[src/sv/hbmpr_pkg.sv]
`default_nettype none

package hbmpr_pkg;

    localparam int VIDEO_HALFWORDS = 65536;
    localparam int VRAM_AW         = $clog2(VIDEO_HALFWORDS);
    localparam int PALETTE_ENTRIES = 256;
    localparam int PAL_AW          = $clog2(PALETTE_ENTRIES);
    localparam int MAX_MAP_DIM     = 1024;

    localparam int QUEUE_DEPTH = 2;
    localparam int QUEUE_PW    = $clog2(QUEUE_DEPTH);
    localparam int QUEUE_CW    = $clog2(QUEUE_DEPTH + 1);
    localparam int OUT_DEPTH   = 2;
    localparam int OUT_PW      = $clog2(OUT_DEPTH);
    localparam int OUT_CW      = $clog2(OUT_DEPTH + 1);

    // bitmap frame offsets, in bytes and in halfwords
    localparam logic [17:0] FRAME_BYTE_OFS = 18'h0A000;
    localparam logic [17:0] FRAME_HALF_OFS = FRAME_BYTE_OFS >> 1;

    localparam logic [2:0] MODE_TEXT  = 3'd0;
    localparam logic [2:0] MODE_MIXED = 3'd1;
    localparam logic [2:0] MODE_ROT   = 3'd2;
    localparam logic [2:0] MODE_BMP16 = 3'd3;
    localparam logic [2:0] MODE_BMP8  = 3'd4;

    localparam logic [1:0] LAYER_ROT = 2'd2;

    typedef enum logic [1:0] {
        CMD_VWRITE = 2'd0,
        CMD_PWRITE = 2'd1,
        CMD_RENDER = 2'd2,
        CMD_NONE   = 2'd3
    } cmd_t;

    typedef enum logic [1:0] {
        REG_DISPLAY_MODE = 2'd0,
        REG_LAYER        = 2'd1,
        REG_BG_CONTROL   = 2'd2,
        REG_FRAME_SELECT = 2'd3
    } reg_idx_t;

    typedef enum logic [2:0] {
        K_VWRITE  = 3'd0,
        K_PWRITE  = 3'd1,
        K_TEXT    = 3'd2,
        K_ROT     = 3'd3,
        K_BMP16   = 3'd4,
        K_BMP8    = 3'd5,
        K_OUTSIDE = 3'd6
    } kind_t;

    // classified word handed from front to back
    typedef struct packed {
        kind_t       kind;
        logic [15:0] addr_a;     // halfword index for the first read, or write address
        logic [15:0] wdata;
        logic [16:0] byte_addr;  // map byte or paletted bitmap byte
        logic [2:0]  tx;
        logic [2:0]  ty;
        logic [1:0]  cb;
        logic        deep;       // 256-colour tiles
    } work_t;

    typedef struct packed {
        kind_t       kind;
        logic        byte_hi;
        logic        nib_hi;
        logic        text4;
        logic [3:0]  bank;
        logic [15:0] color;      // bitmap colour or palette write data
        logic [7:0]  pal_waddr;
    } mid_t;

    typedef struct packed {
        kind_t       kind;
        logic [15:0] color;
    } tail_t;

    typedef struct packed {
        logic [7:0] red;
        logic [7:0] green;
        logic [7:0] blue;
        logic       outside;
    } res_t;

    function automatic logic is_render(kind_t k);
        logic r;
        case (k) inside
            K_TEXT, K_ROT, K_BMP16, K_BMP8, K_OUTSIDE: r = 1'b1;
            default:                                   r = 1'b0;
        endcase
        return r;
    endfunction

endpackage

`default_nettype wire

[src/sv/hbmpr_queue.sv]
`default_nettype none

module hbmpr_queue
    import hbmpr_pkg::*;
(
    input  wire logic  clk,
    input  wire logic  rst_n,
    input  wire logic  enq,
    input  work_t      enq_item,
    output logic       full,
    input  wire logic  deq,
    output logic       head_valid,
    output work_t      head
);

    work_t                entry_reg [QUEUE_DEPTH];
    logic [QUEUE_PW-1:0]  wptr_reg;
    logic [QUEUE_PW-1:0]  rptr_reg;
    logic [QUEUE_CW-1:0]  cnt_reg;
    logic [QUEUE_CW-1:0]  cnt_next;

    assign full       = (cnt_reg == QUEUE_CW'(QUEUE_DEPTH));
    assign head_valid = (cnt_reg != '0);
    assign head       = entry_reg[rptr_reg];

    always_comb
    begin
        cnt_next = cnt_reg;
        if (enq && !deq)
            cnt_next = cnt_reg + 1'b1;
        else if (!enq && deq)
            cnt_next = cnt_reg - 1'b1;
    end

    always_ff @(posedge clk or negedge rst_n)
    begin
        if (!rst_n)
        begin
            wptr_reg <= '0;
            rptr_reg <= '0;
            cnt_reg  <= '0;
        end
        else
        begin
            cnt_reg <= cnt_next;
            if (enq)
                wptr_reg <= (wptr_reg == QUEUE_PW'(QUEUE_DEPTH - 1)) ? '0 : wptr_reg + 1'b1;
            if (deq)
                rptr_reg <= (rptr_reg == QUEUE_PW'(QUEUE_DEPTH - 1)) ? '0 : rptr_reg + 1'b1;
        end
    end

    always_ff @(posedge clk)
    begin
        if (enq)
            entry_reg[wptr_reg] <= enq_item;
    end

endmodule

`default_nettype wire

[config.mk]
export PLATFORM = sky130hd
export DESIGN_NAME = hbmpr_queue
export DESIGN_NICKNAME = d
export VERILOG_FILES = /design/src/sv/hbmpr_pkg.sv /design/src/sv/hbmpr_queue.sv
export SDC_FILE = /design/constraint.sdc
export NUM_CORES = 1
export LEC_CHECK = 0
export BUFFER_PORTS_ARGS = -buffer_cell sky130_fd_sc_hd__buf_2
export CORE_UTILIZATION = 45
export DETAILED_ROUTE_END_ITERATION = 10
export PLACE_DENSITY = 0.66
export RECOVER_POWER = 100
export SYNTH_ARGS = -nofsm -noshare
export SYNTH_HDL_FRONTEND = slang
export SYNTH_SLANG_ARGS = --single-unit
[constraint.sdc]
create_clock -name clk -period 11.2 [get_ports clk]
set_clock_uncertainty 0.2 [all_clocks]
set_input_delay 2.24 -clock clk [delete_from_list [all_inputs] [get_ports clk]]
set_output_delay 2.24 -clock clk [all_outputs]
set_load 0.005 [all_outputs]
==> impl_metrics.csv <==
group,metric,value,unit
floorplan,initial_utilization,47.0,%
grt,grt_pass1_wl,11800,µm
setup_path,reg2reg_to,"entry_reg[0][51]$_DFFE_PP_",
routing,post-route-drc-count,0,
sta,drv_slew,163,
sta,rsz0062_at_grt,"no",
job,drv_cap,5,
floorplan,io_pins,128,
logic_synthesis,synth.area.top_cells,"edfxtp_1 75%, mux2_4 18%, buf_12 2.5%",
sta,tightest_slew,2.41,ns
logic_synthesis,syn_avg_cell_area,23.7,µm²
logic_synthesis,synth_top_cell_by_area,"edfxtp_1",
routing,drt_first_pass_iters,4,
final_layout,antenna_cells,0,
floorplan,die_x,106,µm
clock_tree,cts_tree,"done",
setup_path,worstPathArrival,3.73,ns
sta,finalSetupViolations,0,
grt,track_usage,14.6,%
logic_synthesis,ys.warnings.count,0,
sta,relSlewSlack,-60.4,%
pwr,ir_drop,0.000142,V
sta,period_minus_slack,6.17,ns
final_layout,final_cell_mix,"122 x edfxtp_1, 89 x buf_2, 57 x mux2_1",
sta,fmax,162,MHz
placement,placed_area,0.00560,mm²
setup_path,crit_type,"register to output pin",
routing,drtIter0Drc,69,
routing,postRouteAntennaNets,0,
setup_path,reg2regPathDepth,2,
logic_synthesis,netlist_instances,206,
final_layout,final_nets,414,
final_layout,finalInstanceArea,0.00584,mm²
clock_tree,cts_setup_buffers,0,
logic_synthesis,ys_seq_elements,126,
placement,port_buffers,127,
clock_tree,htreeDepth,4,
pwr,power_density,251,mW/mm²
clock_tree,cts_sinks,126,
floorplan,num_rows,37,
setup_path,required,8.76,ns
setup_path,start_kind,"register",
routing,wl_per_cell,15.9,µm
floorplan,design.core.area,0.0104,mm²
worst_hold_path,min_from,"wptr_reg$_DFFE_PN0P_",
clock_tree,cts_resized,0,
placement,gp_congestion,0.672,
grt,grt_max_degree,40,
logic_synthesis,yosysSeqAreaShare,76.9,%
logic_synthesis,synth.top_cell.area_share,74.9,%
final_layout,layout_commonest_cell,"edfxtp_1",
grt,grt_pass1_vias,2364,
routing,vias,2306,
setup_path,crit_fanout,34,
grt,grt-ovfl-total,0,
grt,antenna_found_initial,0,
sta,fin_setup_tns,0,ns
floorplan,dieArea,0.0113,mm²
sta,whs,0.291,ns
clock_tree,cts_buffers,17,
final_layout,syn2layout_area_growth,19.3,%
floorplan,die_h,106,µm
clock_tree,clockBufferDepth,2,
logic_synthesis,synthDistinctLibCells,14,
setup_path,reg2reg_slack,6.94,ns
logic_synthesis,netlist_area,0.00489,mm²
routing,viasPerCell,4.67,
final_layout,largest_reg_flops,122,
pwr,fin_total_pwr,1.47,mW
setup_path,crit_end,"head[0]",
run_status,violations,"capacitance limit, slew limit",
setup_path,worst_r2r_startpoint,"wptr_reg$_DFFE_PN0P_",
setup_path,end_kind,"output pin",
run_status,status,"finished, violations left",
logic_synthesis,syn_nets,272,
clock_tree,clkTransAtPathRegs,0.05,ns
sta,finalHoldViolCount,0,
final_layout,layout-drive-gt1-share,32.7,%
clock_tree,cts_root_buffer,"clkbuf_8",
clock_tree,cts.hold.buffers_added,0,
routing,drt_wl_total,7830,µm
pwr,leakage,2.14,nW
setup_path,startpoint,"rptr_reg$_DFFE_PN0P_",
worst_hold_path,hp-class,"register to register",
placement,place_hpwl,4970,µm
sta,period_share,55.1,%
clock_tree,clk_latency,0.49,ns
## kinds of logic (layout without fill, tap and decap cells)
logic type    after synthesis  count (layout)  share of synthesized area [%]
mux                        61              61                           18.6
flops                     126             126                           76.9
simple gates                5               5                          0.588
fa+ha+maj                   1               1                          0.256
buf+inv                     8             160                           2.76
xor+xnor                    5               5                          0.895
## power by group
| part | switching [mW] | total (mW) | leakage (nW) | internal, mW |
|---|---|---|---|---|
| Clock | 0.172 | 0.479 | 0.249 | 0.308 |
| Sequential | 0.0432 | 0.676 | 1.19 | 0.633 |
| Combinational | 0.157 | 0.310 | 0.696 | 0.153 |
## layer usage
layer | up-vias | wire, µm | track usage, %
met4 | 0 | 80 | 6.25
met2 | 82 | 3690 | 23.2
li1 | 1098 | - | -
met1 | 1118 | 3620 | 17.6
met3 | 8 | 439 | 5.82
met5 | - | 0 | 0
## layout make-up
| class | count | area (µm²) |
|---|---|---|
| timing repair buffer | 130 | 599 |
| sequential | 126 | 3760 |
| multi-input combinational | 72 | 779 |
| clock inverter | 10 | 100 |
| inverter | 1 | 3.75 |
| clock buffer | 19 | 422 |
| tap | 136 | 170 |
| fill | 878 | 4580 |
## how the worst min path moves through the flow
| stage | to | cells after the start |
|---|---|---|
| floorplan | cnt_reg[1]$_DFFE_PN0P_ | 1 |
| global placement | cnt_reg[1]$_DFFE_PN0P_ | 1 |
| detailed placement | cnt_reg[1]$_DFFE_PN0P_ | 1 |
| CTS | cnt_reg[1]$_DFFE_PN0P_ | 1 |
| global route | wptr_reg$_DFFE_PN0P_ | 1 |
| finish | wptr_reg$_DFFE_PN0P_ | 1 |
## critical path, cell delays in order (launching register included)
cell	delay [ns]
dfrtp_1	1.16
clkbuf_1	1.50
mux2_1	0.42
buf_2	0.14
## per-stage QoR
step,worst slack [ns],cells,util [%]
finish,5.03,494,56.0
floorplan,5.59,206,-
global placement,6.86,465,53.8
global route,4.67,494,56.0
detailed placement,6.85,465,53.8
CTS,6.30,494,58.8
## synthesized netlist by cell type
cell type and n:
ha_1 1, and2_1 1, dfrtp_1 4, mux2_4 59
edfxtp_1 122, xnor2_1 1, inv_1 1, nor2_1 1
buf_12 6, nor2b_1 2, buf_6 1, xor2_1 4
mux2_2 2, or2_2 1
(Power assumes the default switching activity.)
